### config.mk
export PLATFORM = sky130hd
export DESIGN_NAME = psm_latch
export DESIGN_NICKNAME = d
export VERILOG_FILES = /design/src/rtl/psm_pkg.sv /design/src/rtl/psm_latch.sv
export SDC_FILE = /design/constraint.sdc
export NUM_CORES = 1
export LEC_CHECK = 0
export ABC_AREA = 1
export BUFFER_PORTS_ARGS = -buffer_cell sky130_fd_sc_hd__buf_2
export CORE_ASPECT_RATIO = 0.75
export CORE_UTILIZATION = 42
export DETAILED_ROUTE_END_ITERATION = 7
export PLACE_DENSITY = 0.9
export SLEW_MARGIN = 40
export SYNTH_ARGS = -nofsm -noshare
export SYNTH_HDL_FRONTEND = slang
export SYNTH_SLANG_ARGS = --single-unit
### constraint.sdc
create_clock -name clock -period 1.4 [get_ports clock]
set_input_delay 0.21 -clock clock [delete_from_list [all_inputs] [get_ports clock]]
set_output_delay 0.21 -clock clock [all_outputs]
set_load 0.1 [all_outputs]
### src/rtl/psm_pkg.sv
`timescale 1ns / 1ps
`default_nettype none

package psm_pkg;

   localparam int MAX_ITEMS  = 256;
   localparam int CELL_W     = $clog2(MAX_ITEMS);
   localparam int COUNT_W    = CELL_W + 1;
   localparam int DATA_W     = 32;
   localparam int NEED_W     = DATA_W + 1;
   localparam int OUT_IDX_W  = 8;
   localparam int RSP_DATA_W = 24;
   localparam int CSR_ADDR_W = 3;
   localparam int CSR_DATA_W = 32;

   localparam logic CSR_TARGET_SUM = 1'b0;

   typedef struct packed {
      logic                valid;
      logic                last;
      logic                ovf;
      logic                hit;
      logic [CELL_W-1:0]   hit_idx;
      logic [COUNT_W-1:0]  idx;
      logic [NEED_W-1:0]   need;
      logic [DATA_W-1:0]   value;
   } psm_query_type;

endpackage

`default_nettype wire

### src/rtl/psm_latch.sv
`timescale 1ns / 1ps
`default_nettype none

module psm_latch (
   input  logic                            clock,
   input  logic                            reset,
   input  psm_pkg::psm_query_type          tail_q,
   input  logic                            rsp_ready,
   output logic                            adv,
   output logic                            rsp_valid,
   output logic                            rsp_found,
   output logic [psm_pkg::OUT_IDX_W-1:0]   rsp_earlier,
   output logic [psm_pkg::OUT_IDX_W-1:0]   rsp_later,
   output logic                            rsp_overflow,
   output logic                            rsp_done
);
   import psm_pkg::*;

   logic                 found_ff, found_in;
   logic [CELL_W-1:0]    earlier_ff, earlier_in;
   logic [CELL_W-1:0]    later_ff, later_in;
   logic                 rsp_valid_ff, rsp_valid_in;
   logic                 rsp_found_ff;
   logic [OUT_IDX_W-1:0] rsp_earlier_ff, rsp_later_ff;
   logic                 rsp_overflow_ff, rsp_done_ff;
   logic                 load;
   logic                 found_now;
   logic [CELL_W-1:0]    earlier_now, later_now;

   always_comb begin
      adv  = !(tail_q.valid && rsp_valid_ff && !rsp_ready);
      load = tail_q.valid && adv;

      found_now   = found_ff || tail_q.hit;
      earlier_now = found_ff ? earlier_ff : tail_q.hit_idx;
      later_now   = found_ff ? later_ff : tail_q.idx[CELL_W-1:0];

      found_in   = found_ff;
      earlier_in = earlier_ff;
      later_in   = later_ff;
      if (load) begin
         if (tail_q.last) begin
            found_in   = 1'b0;
            earlier_in = '0;
            later_in   = '0;
         end else begin
            found_in   = found_now;
            earlier_in = earlier_now;
            later_in   = later_now;
         end
      end

      if (load) begin
         rsp_valid_in = 1'b1;
      end else if (rsp_ready) begin
         rsp_valid_in = 1'b0;
      end else begin
         rsp_valid_in = rsp_valid_ff;
      end
   end

   always_ff @(posedge clock) begin
      if (reset) begin
         found_ff     <= 1'b0;
         earlier_ff   <= '0;
         later_ff     <= '0;
         rsp_valid_ff <= 1'b0;
      end else begin
         found_ff     <= found_in;
         earlier_ff   <= earlier_in;
         later_ff     <= later_in;
         rsp_valid_ff <= rsp_valid_in;
      end
   end

   always_ff @(posedge clock) begin
      if (load) begin
         rsp_found_ff    <= found_now;
         rsp_earlier_ff  <= found_now ? OUT_IDX_W'(earlier_now) : '0;
         rsp_later_ff    <= found_now ? OUT_IDX_W'(later_now) : '0;
         rsp_overflow_ff <= tail_q.ovf;
         rsp_done_ff     <= tail_q.last;
      end
   end

   assign rsp_valid    = rsp_valid_ff;
   assign rsp_found    = rsp_found_ff;
   assign rsp_earlier  = rsp_earlier_ff;
   assign rsp_later    = rsp_later_ff;
   assign rsp_overflow = rsp_overflow_ff;
   assign rsp_done     = rsp_done_ff;

endmodule

`default_nettype wire

# [Word-level counts from Yosys, hierarchy flattened]
# Index checks and enable logic that the tools add are counted.
[classes] n_mux=7 n_reduce_logical=7
[ops] operator="$mux 8" count=4
[ops] operator="$logic_and 1x1->1" count=3
[ops] operator="$mux 1" count=3
[ops] operator="$logic_not 1->1" count=2
[ops] operator="$reduce_bool 2->1" count=1
[ops] operator="$logic_or 1x1->1" count=1
[word_totals] regBits=37 input_bits=89 out_inout_bits=21 elab_cells=23

# [Logic depth before layout (Yosys ltp)]
[depth] ltp_word=5 mapped_depth=8 mapped_depth_nobuf=6

# [Worst setup path after synthesis]
# OpenSTA, ideal clock, no wires.
[synth_path] kind="reg-to-output" from="register rsp_valid_ff, in the netlist rsp_valid" to="output adv" t_arrival_ps=2065 required_ps=1190 path_slack_ps=-875 path_stages_with_launch=2 path_buffers=0 path_cell_list="dfxtp_1 > nand3_1"
[synth_via] elab_chain_len=3
[synth_lines] element="from (decl)" line_no="psm_latch.sv:22" source="logic rsp_valid_ff, rsp_valid_in;"
[synth_lines] element="from (signal assigned)" line_no="psm_latch.sv:72" source="rsp_valid_ff <= rsp_valid_in;"
[synth_lines] element="$logic_and 1x1->1 (2 in a row)" line_no="psm_latch.sv:31" source="adv = !(tail_q.valid && rsp_valid_ff && !rsp_ready);"
[synth_lines] element="$logic_not 1->1" line_no="psm_latch.sv:31"
[synth_lines] element="to (decl)" line_no="psm_latch.sv:9" source="output logic adv,"
# Every way passes these cells.

# [Final worst setup path]
[layout_path] from="register rsp_valid_ff, in the netlist rsp_valid" to="output rsp_valid"
[layout_lines] element="to (decl)" line_no="psm_latch.sv:10" source="output logic rsp_valid,"
# No word-level cell between the ends.

==> impl_metrics.csv <==
group,metric,value,unit
final_layout,drive_gt1_frac,0.247,
clock_network,cts_inserted_buffers,5,
route,wirelength,3440,um
pwr,powerDensity,1210,mW/mm2
clock_network,cts_root_buf,"clkbuf_8",
synthesis,syn_area_per_cell,7.68,um2
synthesis,ys_warn_count,0,
clock_network,clk_latency,0.28,ns
global_routing,grt_pass1_wl,5620,um
worst_setup_path,cp.depth,1,
sta,max_slew.worst_pin.slew,0.488,ns
placed_design,gp_congestion,0.810,
route,vias_per_cell,4.52,
sta,setup_slack,0.0421,ns
placed_design,preCtsSetupSlack,0.186,ns
sta,skew,0.00228,ns
sta,slew_headroom,0.677,
worst_setup_path,cp_max_fo,4,
clock_network,clk_pin_slew,0.07,ns
worst_setup_path,critPathKind,"flip-flop to output pin",
hold_path,min_delay_path_depth,1,
synthesis,synth.distinct_cells,18,
worst_setup_path,cp_num_buf_inv,1,
route,drc,0,
worst_setup_path,arrival,1.15,ns
clock_network,cts_tree,"done",
placed_design,dpl_cell_area,0.00200,mm2
hold_path,hold_class,"input pin to flip-flop",
sta,period_share,0.970,
pwr,clkPwrFrac,0.271,
worst_setup_path,r2r_end,"later_ff[2]",
final_layout,layout_commonest_cell,"nor2_1",
pwr,sw_frac_of_total,0.336,
synthesis,syn_area,0.00169,mm2
clock_network,cts.htree.levels,2,
sta,clock.fmax,736,MHz
synthesis,yosysSeqAreaShare,0.551,
pwr,netSwitchingPower,846,uW
pwr,p_comb_frac,0.240,
floorplan,start_util,0.450,
clock_network,cts_hold_buf,0,
outcome,status,"finished, final reports clean",
pwr,p_leak,0.00103,uW
sta,rsz0062_at_grt,"false",
final_layout,design_area,0.00209,mm2
worst_setup_path,max_stage_delay,0.45,ns
clock_network,post_cts_resized,0,
sta,tns,0,ns
pwr,finalPower,2520,uW
worst_setup_path,worstReg2RegStart,"found_ff",
pwr,peakVddDrop,0.000594,V
worst_setup_path,crit_path_end_kind,"output pin",
global_routing,groute.usage.overall,0.178,
worst_setup_path,cp_slowest_cell,"buf_2",
hold_path,min-delay-start,"tail_q[83]",
route,drt-initial-drc-count,103,
route,post_drt_wl_per_cell,10.6,um
floorplan,die_area,0.00428,mm2
global_routing,grt_pass1_vias,1298,
synthesis,synth_fp_nets,309,
global_routing,antenna_found_initial,0,
final_layout,layout_common_cells,"79 x nor2_1, 49 x nand2_1, 42 x buf_2",
synthesis,ys_ff_latch,37,
final_layout,n_antenna_cell,0,
worst_setup_path,start_kind,"flip-flop",
clock_network,ctsLongestPathBuffers,2,
route,vias,1461,
final_layout,nNetsFinal,359,
sta,period_needed,1.36,ns
sta,final_hold_viol_count,0,
worst_setup_path,r2r_slack,0.17,ns
floorplan,core,0.00376,mm2
hold_path,min_to,"rsp_overflow",
synthesis,netlist_instances,220,
worst_setup_path,reg2regPathDepth,7,
floorplan,die_w,75.2,um
global_routing,grt_overflow_total,0,
worst_setup_path,cp.required,1.19,ns
route,ant_nets,0,
sta,hold_slack,0.105,ns
floorplan,die_h,56.9,um
clock_network,cts.sinks,37,
pwr,p_seq_frac,0.488,
pwr,p_int,1670,uW
final_layout,areaGrowthSynthToFinish,23.5,%
floorplan,ios,110,
worst_setup_path,critPathTopFamily,"buffers and inverters",
job,maxCapViolCount,0,
sta,finalMaxSlewViolations,0,
placed_design,portBuffers,43,
clock_network,postCtsSetupRepairBufs,0,
sta,setup-violations-final,0,
floorplan,fp-row-count,19,
global_routing,grt_max_degree,32,
worst_setup_path,crit_chain,"buf_2",
placed_design,hpwl,2500,um
route,first_pass_iters,4,
## synth_stat cells, drive strengths merged
cell type   n  area share
a21oi       3       0.016
inv        38       0.086
nand2      50        0.11
or2         1      0.0037
nor2       81        0.18
dfxtp      18        0.21
edfxtp     19        0.34
buf         7       0.037
clkbuf      1      0.0022
nand3       2      0.0089
## per-layer routing
metal  share of wire  wire, um  track usage
met4           0.013        44       0.0899
met3           0.052       178       0.0431
met5               0         0            0
met1            0.43      1480        0.219
met2            0.50      1730        0.292
## through the flow
stage / util / std cells
2_1_floorplan: - / 220
3_3_place_gp: 0.534 / 315
3_5_place_dp: 0.534 / 315
4_1_cts: 0.555 / 323
5_1_grt: 0.555 / 323
6_report: 0.555 / 323
## power by group through the flow
stage	Clock, uW	Sequential, uW	Combinational (uW)
2_1_floorplan	0	1550	183
3_3_place_gp	0	1250	593
3_5_place_dp	0	1250	603
4_1_cts	693	1230	606
5_1_grt	752	1240	645
6_report	683	1230	606
## kinds of logic (layout without fill, tap and decap cells)
family          Yosys count  after routing  share of synthesized area
flops                    37             37                      0.551
simple gates            134            134                      0.308
buf+inv                  46             97                      0.125
compound gates            3              3                     0.0156
## how the worst max path moves through the flow
stage	end	from
after floorplan	earlier_ff[7]	rsp_valid
after global placement	earlier_ff[3]	rsp_ready
after detailed placement	later_ff[2]	rsp_ready
after CTS	rsp_valid	rsp_valid
after global routing	rsp_valid	rsp_valid
final	rsp_valid	rsp_valid
## registers in the layout (all words and copies together), names as in the netlist
name / cells
earlier_ff: 8
rsp_overflow: 1
rsp_done: 1
rsp_later: 8
found_ff: 1
rsp_found: 1
later_ff: 8
rsp_valid: 1
rsp_earlier: 8
## worst register-to-register path, cell delays in order, from the launching register on
cell	delay [ns]
dfxtp_1	0.43
buf_4	0.22
inv_4	0.10
nand2_1	0.07
nand2_1	0.08
nor2_1	0.15
nor2_1	0.06
nor2_1	0.07
## area by class of cell
cell class / count / area [um2]
Timing Repair Buffer: 51 / 303
Tap cell: 52 / 65.1
Inverter: 38 / 145
Clock inverter: 3 / 12.5
Sequential cell: 37 / 932
Multi-Input combinational cell: 137 / 559
Clock buffer: 5 / 68.8
Fill cell: 349 / 1670
Power figures use the tool's default switching activity.
