==> config.mk <==
export PLATFORM = sky130hd
export DESIGN_NAME = psm_cell
export DESIGN_NICKNAME = d
export VERILOG_FILES = /design/src/rtl/psm_pkg.sv /design/src/rtl/psm_cell.sv
export SDC_FILE = /design/constraint.sdc
export NUM_CORES = 1
export LEC_CHECK = 0
export BUFFER_PORTS_ARGS = -buffer_cell sky130_fd_sc_hd__buf_2
export CAP_MARGIN = 0
export CORE_MARGIN = 5
export CORE_UTILIZATION = 35
export DETAILED_ROUTE_END_ITERATION = 10
export GPL_ROUTABILITY_DRIVEN = 0
export MAX_ROUTING_LAYER = met4
export PLACE_DENSITY = 0.6
export SLEW_MARGIN = 5
export SYNTH_ARGS = -nofsm -noshare
export SYNTH_HDL_FRONTEND = slang
export SYNTH_SLANG_ARGS = --single-unit
==> constraint.sdc <==
create_clock -name clock -period 6.9 [get_ports clock]
set_input_delay 0.69 -clock clock [delete_from_list [all_inputs] [get_ports clock]]
set_output_delay 0.69 -clock clock [all_outputs]
set_load 0.03 [all_outputs]
==> src/rtl/psm_pkg.sv <==
`timescale 1ns / 1ps
`default_nettype none

package psm_pkg;

   localparam int MAX_ITEMS  = 256;
   localparam int CELL_W     = $clog2(MAX_ITEMS);
   localparam int COUNT_W    = CELL_W + 1;
   localparam int DATA_W     = 32;
   localparam int NEED_W     = DATA_W + 1;
   localparam int OUT_IDX_W  = 8;
   localparam int RSP_DATA_W = 24;
   localparam int CSR_ADDR_W = 3;
   localparam int CSR_DATA_W = 32;

   localparam logic CSR_TARGET_SUM = 1'b0;

   typedef struct packed {
      logic                valid;
      logic                last;
      logic                ovf;
      logic                hit;
      logic [CELL_W-1:0]   hit_idx;
      logic [COUNT_W-1:0]  idx;
      logic [NEED_W-1:0]   need;
      logic [DATA_W-1:0]   value;
   } psm_query_type;

endpackage

`default_nettype wire

==> src/rtl/psm_cell.sv <==
`timescale 1ns / 1ps
`default_nettype none

module psm_cell (
   input  logic                         clock,
   input  logic                         reset,
   input  logic                         adv,
   input  logic [psm_pkg::CELL_W-1:0]   cell_index,
   input  psm_pkg::psm_query_type       cell_q_prev,
   output psm_pkg::psm_query_type       cell_q_next
);
   import psm_pkg::*;

   logic [DATA_W-1:0] stored_ff;
   psm_query_type     q_ff;
   psm_query_type     q_in;
   logic              own_slot;
   logic              older_slot;
   logic              match;

   always_comb begin
      own_slot   = cell_q_prev.idx == {1'b0, cell_index};
      older_slot = {1'b0, cell_index} < cell_q_prev.idx;
      match      = cell_q_prev.valid && !cell_q_prev.ovf && older_slot &&
                   ({stored_ff[DATA_W-1], stored_ff} == cell_q_prev.need);
      q_in = cell_q_prev;
      if (match) begin
         q_in.hit     = 1'b1;
         q_in.hit_idx = cell_index;
      end
   end

   always_ff @(posedge clock) begin
      if (reset) begin
         q_ff <= '0;
      end else if (adv) begin
         q_ff <= q_in;
      end
   end

   always_ff @(posedge clock) begin
      if (adv && cell_q_prev.valid && !cell_q_prev.ovf && own_slot) begin
         stored_ff <= cell_q_prev.value;
      end
   end

   assign cell_q_next = q_ff;

endmodule

`default_nettype wire

-- Yosys cells after proc, flatten, opt, wreduce, memory -nomap -nowiden
Cells that the tools add are included.
- $lt $le $gt $ge: 1
- equality and inequality tests: 2
- mux-type cells: 1
- reductions and logical operators: 7
- operators with widths (cell ; number):
    $eq 33x33->1 ; 1
    $eq 9x8->1 ; 1
    $lt 8x9->1 ; 1
    $mux 9 ; 1
    $logic_and 1x1->1 ; 6
    $logic_not 1->1 ; 1
- register bits after elaboration: 118
- bits of input ports: 97
- output and inout bits: 86
- word-level logic and storage cells: 20

-- Depth between registers and ports, before layout
Gate-level depths: netlist of run 1.
- depth in word-level cells: 5
- gate-level depth with buffers: 9
- mapped depth without buffers: 8

-- Least setup slack after synthesis of run 1
No wires, ideal clock.
- path type: input -> register
- start: in adv
- end: reg stored_ff[0], enable pin
- library setup time: 0.461 ns
- data arrival time: 3.640 ns
- data required time: 6.439 ns
- slack: 2.799 ns
- cell stages on the path: 5
- buffers on the path: 3
- cells stage by stage: clkbuf_1 buf_2 buf_1 nand3_1 nor3_1
- cells in the longest elaborated chain, start to end: 3
- RTL lines (element ; line ; source):
    from (decl) ; psm_cell.sv:7 ; input logic adv,
    $logic_and 1x1->1 (3 in a row) ; psm_cell.sv:42 ; if (adv && cell_q_prev.valid && !cell_q_prev.ovf && own_slot) begin
    to (signal assigned) ; psm_cell.sv:43 ; stored_ff <= cell_q_prev.value;
    to (decl) ; psm_cell.sv:14 ; logic [DATA_W-1:0] stored_ff;
Every way passes these cells.
A chain may end at the register's enable or synchronous reset.

-- Final worst setup path of run 1
- start: in cell_q_prev[60] in the netlist's numbering
- end: reg q_ff, in the netlist cell_q_next[81]
- cells in the longest elaborated chain, start to end: 3
- RTL lines (element ; line ; source):
    from (decl) ; psm_cell.sv:9 ; input psm_pkg::psm_query_type cell_q_prev,
    $eq 33x33->1 ; psm_cell.sv:25 ; ({stored_ff[DATA_W-1], stored_ff} == cell_q_prev.need);
    $logic_and 1x1->1 ; psm_cell.sv:24 ; match = cell_q_prev.valid && !cell_q_prev.ovf && older_slot &&
    $mux 9 ; psm_cell.sv:27 ; if (match) begin
    to (signal assigned) ; psm_cell.sv:37 ; q_ff <= q_in;
    to (decl) ; psm_cell.sv:15 ; psm_query_type q_ff;
Every way passes these cells.

==> flow_summary_export.csv, run 1 <==
group,metric,value,unit
routing,drc,0,
global_route,grt_pass1_vias,3656,
timing,drv_slew,0,
worst_setup_path,r2r-end,"cell_q_next[81]",
worst_setup_path,cp_top_family,"compound AO/OA/AOI/OAI gates",
worst_setup_path,ff2ff_path_depth,6,
worst_setup_path,worstPathMaxFanout,9,
timing,setup_violations,0,
timing,min_period,2.69,ns
worst_setup_path,cpPeakStageDelay,0.70,ns
job,maxCapViolCount,0,
outcome,status,"finished clean",
global_route,antenna_found_initial,0,
global_route,grt_remaining_overflow,0,
timing,clock_skew,0.00738,ns
routing,dr.pass1.iters,4,
worst_setup_path,end_kind,"flip-flop",
global_route,grt_use_total,16.3,%
hold_path,hp-class,"input pin to flip-flop",
worst_setup_path,endpoint,"cell_q_next[81]",
synthesis,synthArstFlopShare,0,%
clock_tree,clk_path_buf_depth,2,
die,die_w,125,um
worst_setup_path,reg2reg_slack,4.23,ns
clock_tree,cts_num_sinks,118,
synthesis,syn_area,4630,um2
routing,vias_per_cell,4.55,
die,initial_core_util,35.4,%
clock_tree,ctsHtreeMaxLevel,4,
timing,tightest_slew,1.19,ns
worst_setup_path,crit_chain,"buf_2, xnor2_1, nand4_1, nor4_1, o2111ai_1, mux2i_1, a211oi_1",
synthesis,netlist_instances,396,
worst_setup_path,worstPathArrival,3.00,ns
cells_and_area,utilization,48.0,%
timing,final.setup.tns,0,ns
timing,final-hold-violation-count,0,
timing,rsz0062_at_grt,"no",
timing,fin_crit_sh,39.0,%
worst_setup_path,criticalPathCategory,"input pin to flip-flop",
die,die_y,125,um
routing,wl,12300,um
routing,ant_nets,0,
worst_setup_path,worstSetupStartpoint,"cell_q_prev[60]",
global_route,grt_pass1_wl,19500,um
synthesis,yosysTopAreaCell,"dfxtp_1",
synthesis,synth_nets,501,
worst_setup_path,worst-path-buf-inv,1,
synthesis,yosysSeqAreaShare,58.0,%
die,num_rows,42,
synthesis,synth-seq-cells,118,
cells_and_area,area_delta_synth_final,35.8,%
synthesis,yosys.cell_types.count,25,
routing,avgRoutedWirePerCell,16.0,um
synthesis,synth-edff-count,32,
power,peakVddDrop,0.160,mV
synthesis,synth_flop_cell,"dfxtp_1",
clock_tree,clk_latency,0.41,ns
clock_tree,cts_hold_buf,0,
power,powerDensity,296,nW/um2
synthesis,avgSynthCellArea,11.7,um2
cells_and_area,final_net_count,683,
die,io_pins,183,
cells_and_area,diodes,0,
cells_and_area,drive_gt1_share,36.6,%
clock_tree,root_buffer,"clkbuf_16",
clock_tree,cts_tree,"done",
synthesis,synth_warnings,0,
synthesis,synth_top_cells_by_area,"dfxtp_1, edfxtp_1, mux2i_1, nor2_1, xnor2_1",
routing,drt_iter0_markers,161,
worst_setup_path,crit_required,7.21,ns
global_route,grt_max_degree,87,
timing,fmax,372,MHz
clock_tree,cts_resized,0,
worst_setup_path,crit-reg2reg-launch,"stored_ff[28]",
clock_tree,cts_made_buffers,17,
timing,max-slew-margin-rel,20.8,%
synthesis,synth_top_area_share,37.2,%
clock_tree,post_cts_buffers,0,
worst_setup_path,critPathLaunchType,"input pin",
worst_setup_path,worst_path_max_delay_cell,"o2111ai_1",
placed_design,hpwl,8890,um
die,core_region_area,13100,um2
routing,vias,3489,
worst_setup_path,crit_cells,7,
power,power_leakage,0.00303,uW
placed_design,io_buffers,182,
clock_tree,clk_pin_slew,0.05,ns
die,dieArea,15600,um2
## kinds of logic after synthesis
family / count (synthesis) / share of synthesized area (%)
AOI/OAI and AO/OA: 14 / 2.30
xor gates and xnor gates: 33 / 6.25
adders and majority gates: 8 / 2.16
buffers and inverters: 32 / 3.00
DFF: 118 / 58.0
muxes: 85 / 18.4
and+or+nand+nor: 106 / 9.90
## synth_stat cells (2+ instances only)
cell type	instances
a211oi_1	9
a21oi_1	2
buf_2	9
clkbuf_1	11
dfxtp_1	86
edfxtp_1	32
ha_1	8
inv_1	10
mux2i_1	85
nand4_1	9
nor2_1	87
nor3_1	2
nor4_1	3
xnor2_1	32
## worst min path at each step
stage	from	end	slack, ns	cells past startpoint
detailed placement	cell_q_next[58]	cell_q_next[58]	0.47	2
CTS	cell_q_prev[0]	stored_ff[0]	0.45	1
global placement	cell_q_next[62]	cell_q_next[62]	0.47	2
finish	cell_q_prev[17]	stored_ff[17]	0.47	1
floorplan	cell_q_next[74]	cell_q_next[74]	0.61	2
global route	cell_q_prev[17]	stored_ff[17]	0.45	1
## power breakdown
group          switching, uW  leakage [uW]  internal (uW)  total, uW
registers               15.0      0.000998            742        757
logic                    140       0.00175           82.3        223
clock network            301      0.000287            579        880
total                    457       0.00303           1400       1860
## area by class of cell
class                      instances  area [um2]
fill                            1212        6800
sequential                       118        2680
multi-input combinational        246        1810
timing repair buffer             185         936
clock buffer                      24         503
tap                              176         220
clock inverter                     7        93.8
inverter                          10        37.5
## metal layers
| layer | track usage, % | routed length, um |
|---|---|---|
| met1 | 19.7 | 5510 |
| met2 | 24.9 | 5560 |
| met3 | 6.31 | 998 |
| met4 | 5.80 | 182 |
| met5 | - | 0 |
## metrics by stage
| stage | hold WS (ns) | instance area, um2 | setup slack (ns) | std cells | total power (uW) |
|---|---|---|---|---|---|
| final | 0.473 | 6280 | 4.21 | 766 | 1860 |
| after global routing | 0.450 | 6280 | 3.91 | 766 | 1940 |
| after CTS | 0.454 | 6280 | 4.11 | 766 | 1890 |
| after detailed placement | 0.473 | 5690 | 3.71 | 735 | 997 |
| after global placement | 0.468 | 5690 | 3.79 | 735 | 993 |
| after floorplan | 0.605 | 4630 | 2.80 | 396 | 909 |
## flip-flops by register name, summed over array words and instances (netlist names)
register     count
stored_ff       32
cell_q_next     86
## cell usage in the layout, fill, tap and decap left out, types with 2 or more instances in the layout
cell type   instances
bufinv_16           2
clkbuf_1            3
ha_1                8
nand4_1             9
clkinvlp_4          2
buf_2             181
a211oi_1            9
inv_1              10
mux2i_1            85
nor2_1             87
edfxtp_1           32
clkinv_2            2
a21oi_1             2
nor4_1              3
xnor2_1            32
buf_4               4
dfxtp_1            86
clkbuf_8            3
clkbuf_16          18
Power figures use the tool's default switching activity.
==> run 2, diff against run 1 <==
--- a/config.mk
+++ b/config.mk
@@ -12,7 +12,7 @@
 export DETAILED_ROUTE_END_ITERATION = 10
 export GPL_ROUTABILITY_DRIVEN = 0
 export MAX_ROUTING_LAYER = met4
-export PLACE_DENSITY = 0.6
+export PLACE_DENSITY = 0.62
 export SLEW_MARGIN = 5
 export SYNTH_ARGS = -nofsm -noshare
 export SYNTH_HDL_FRONTEND = slang
==> constraint.sdc (replaced) <==
create_clock -name clock -period 2.21 [get_ports clock]
set_input_delay 0.221 -clock clock [delete_from_list [all_inputs] [get_ports clock]]
set_output_delay 0.221 -clock clock [all_outputs]
set_load 0.03 [all_outputs]
==> flow_summary_export.csv, run 2 (synthesized netlist as in run 1, its figures left out) <==
group,metric,value,unit
timing,layout_setup_ws,0.156,ns
placed_design,hpwl,8710,um
hold_path,min_path_cells,1,
clock_tree,clk_latency,0.41,ns
power,powerDensity,856,nW/um2
global_route,grt_remaining_overflow,0,
cells_and_area,final_common_cell,"buf_2",
worst_setup_path,cpPeakStageDelay,0.38,ns
routing,avgRoutedWirePerCell,15.4,um
routing,vias_per_cell,4.52,
timing,final-hold-violation-count,0,
die,dieArea,15600,um2
clock_tree,ctsHtreeMaxLevel,4,
job,maxCapViolCount,0,
cells_and_area,area_delta_synth_final,42.4,%
die,core_region_area,13100,um2
cells_and_area,regArea,2680,um2
timing,drv_slew,0,
hold_path,holdPathEnd,"stored_ff[1]",
routing,drc,0,
routing,drt_iter0_markers,120,
routing,vias,3608,
clock_tree,cts_num_sinks,118,
worst_setup_path,worstPathMaxFanout,9,
timing,fin_crit_sh,92.9,%
routing,ant_nets,0,
global_route,antenna_found_initial,0,
worst_setup_path,end_kind,"flip-flop",
worst_setup_path,worst_path_max_delay_cell,"nor4_2",
clock_tree,clk_path_buf_depth,2,
placed_design,dpl_cell_area,5730,um2
timing,setup_violations,0,
worst_setup_path,reg2reg_slack,0.16,ns
global_route,grt_max_degree,96,
clock_tree,post_cts_buffers,0,
clock_tree,cts_tree,"done",
hold_path,hp-start,"cell_q_prev[1]",
timing,min_period,2.05,ns
clock_tree,root_buffer,"clkbuf_16",
worst_setup_path,worst-path-buf-inv,1,
cells_and_area,design_area,6590,um2
worst_setup_path,critPathLaunchType,"flip-flop",
global_route,grt_pass1_wl,19100,um
worst_setup_path,ff2ff_path_depth,7,
placed_design,placed_cells,737,
worst_setup_path,cp_top_family,"simple AND/OR/NAND/NOR gates",
routing,wl,12300,um
placed_design,io_buffers,182,
die,initial_core_util,35.4,%
power,peakVddDrop,0.465,mV
timing,holdWs,0.0223,ns
placed_design,post-place-ws,-0.143,ns
cells_and_area,diodes,0,
outcome,status,"finished clean",
cells_and_area,drive_gt1_share,34.9,%
global_route,grt_pass1_vias,3581,
cells_and_area,final_cell_mix,"buf_2, nor2_1, dfxtp_1",
global_route,grt_use_total,16.2,%
die,die_y,125,um
clock_tree,clk_pin_slew,0.05,ns
clock_tree,cts_made_buffers,17,
worst_setup_path,crit-reg2reg-launch,"stored_ff[20]",
cells_and_area,fill_cells,1193,
worst_setup_path,r2r-end,"cell_q_next[79]",
hold_path,hp-class,"input pin to flip-flop",
die,die_w,125,um
timing,clock_skew,0.00684,ns
timing,max-slew-margin-rel,55.9,%
cells_and_area,largest_register_ffs,86,
timing,tightest_slew,0.661,ns
power,power_leakage,0.00318,uW
cells_and_area,finalNonFillerCells,798,
cells_and_area,utilization,50.3,%
cells_and_area,multi_input_area,1840,um2
timing,rsz0062_at_grt,"no",
routing,dr.pass1.iters,4,
die,num_rows,42,
worst_setup_path,crit_chain,"xnor2_1, nand4_1, nor4_2, o2111ai_1, buf_4, mux2i_1, a211oi_1",
timing,fmax,487,MHz
die,io_pins,183,
worst_setup_path,worstPathArrival,2.37,ns
worst_setup_path,criticalPathCategory,"flip-flop to flip-flop",
worst_setup_path,crit_required,2.52,ns
cells_and_area,final_net_count,714,
## run 2: changes by cell type in the layout (fill, tap and decap cells not counted), moves of 2 or more
cell,change
dlygate4sd3_1,+29
clkinv_2,+2
clkinvlp_4,-2
clkbuf_1,+4
buf_12,+2
nor4_1,-2
## run 2: area by class of cell
cell class | instances | area share (%)
well taps | 176 | 3.34
repair buffers | 216 | 19.2
clock buffers | 27 | 7.48
flip-flops and latches | 118 | 40.7
multi-input cells | 246 | 27.9
clock inverters | 5 | 0.760
inverters | 10 | 0.570
## run 2: per-layer routing
metal / vias up / GRT usage, % / wire length, um
met5: - / - / 0
met4: 0 / 4.59 / 96
met3: 9 / 7.33 / 1020
met2: 133 / 24.4 / 5820
met1: 1679 / 19.6 / 5360
li1: 1787 / - / -
## run 2: how the worst max path moves through the flow
stage | from | endpoint | slack (ns) | depth (start not counted)
finish | stored_ff[20] | cell_q_next[79] | 0.16 | 7
detailed placement | stored_ff[22] | cell_q_next[77] | -0.14 | 7
global route | stored_ff[4] | cell_q_next[79] | 0.006 | 7
global placement | stored_ff[22] | cell_q_next[75] | -0.06 | 7
floorplan | adv | stored_ff[0] | 0.06 | 5
CTS | stored_ff[22] | cell_q_next[79] | 0.009 | 7
## run 2: what timing repair did
action | in CTS | in global routing
endpoints found under the hold margin | 23 | 6
hold buffers | 23 | 6
setup endpoints to repair | 9 | 2
resized for setup | 1 | 2
## run 2: power by group
| part | internal, uW | total (uW) | leakage (uW) | switching (uW) |
|---|---|---|---|---|
| Combinational | 294 | 743 | 0.00191 | 449 |
| Sequential | 2320 | 2360 | 0.000998 | 47.2 |
| Clock | 1630 | 2530 | 0.000269 | 906 |
## run 2: stage by stage
stage	power [uW]	TNS, ns
2_1_floorplan	2840	0
3_3_place_gp	3100	-0.439
3_5_place_dp	3110	-0.918
4_1_cts	5700	0
5_1_grt	5890	0
6_report	5640	0
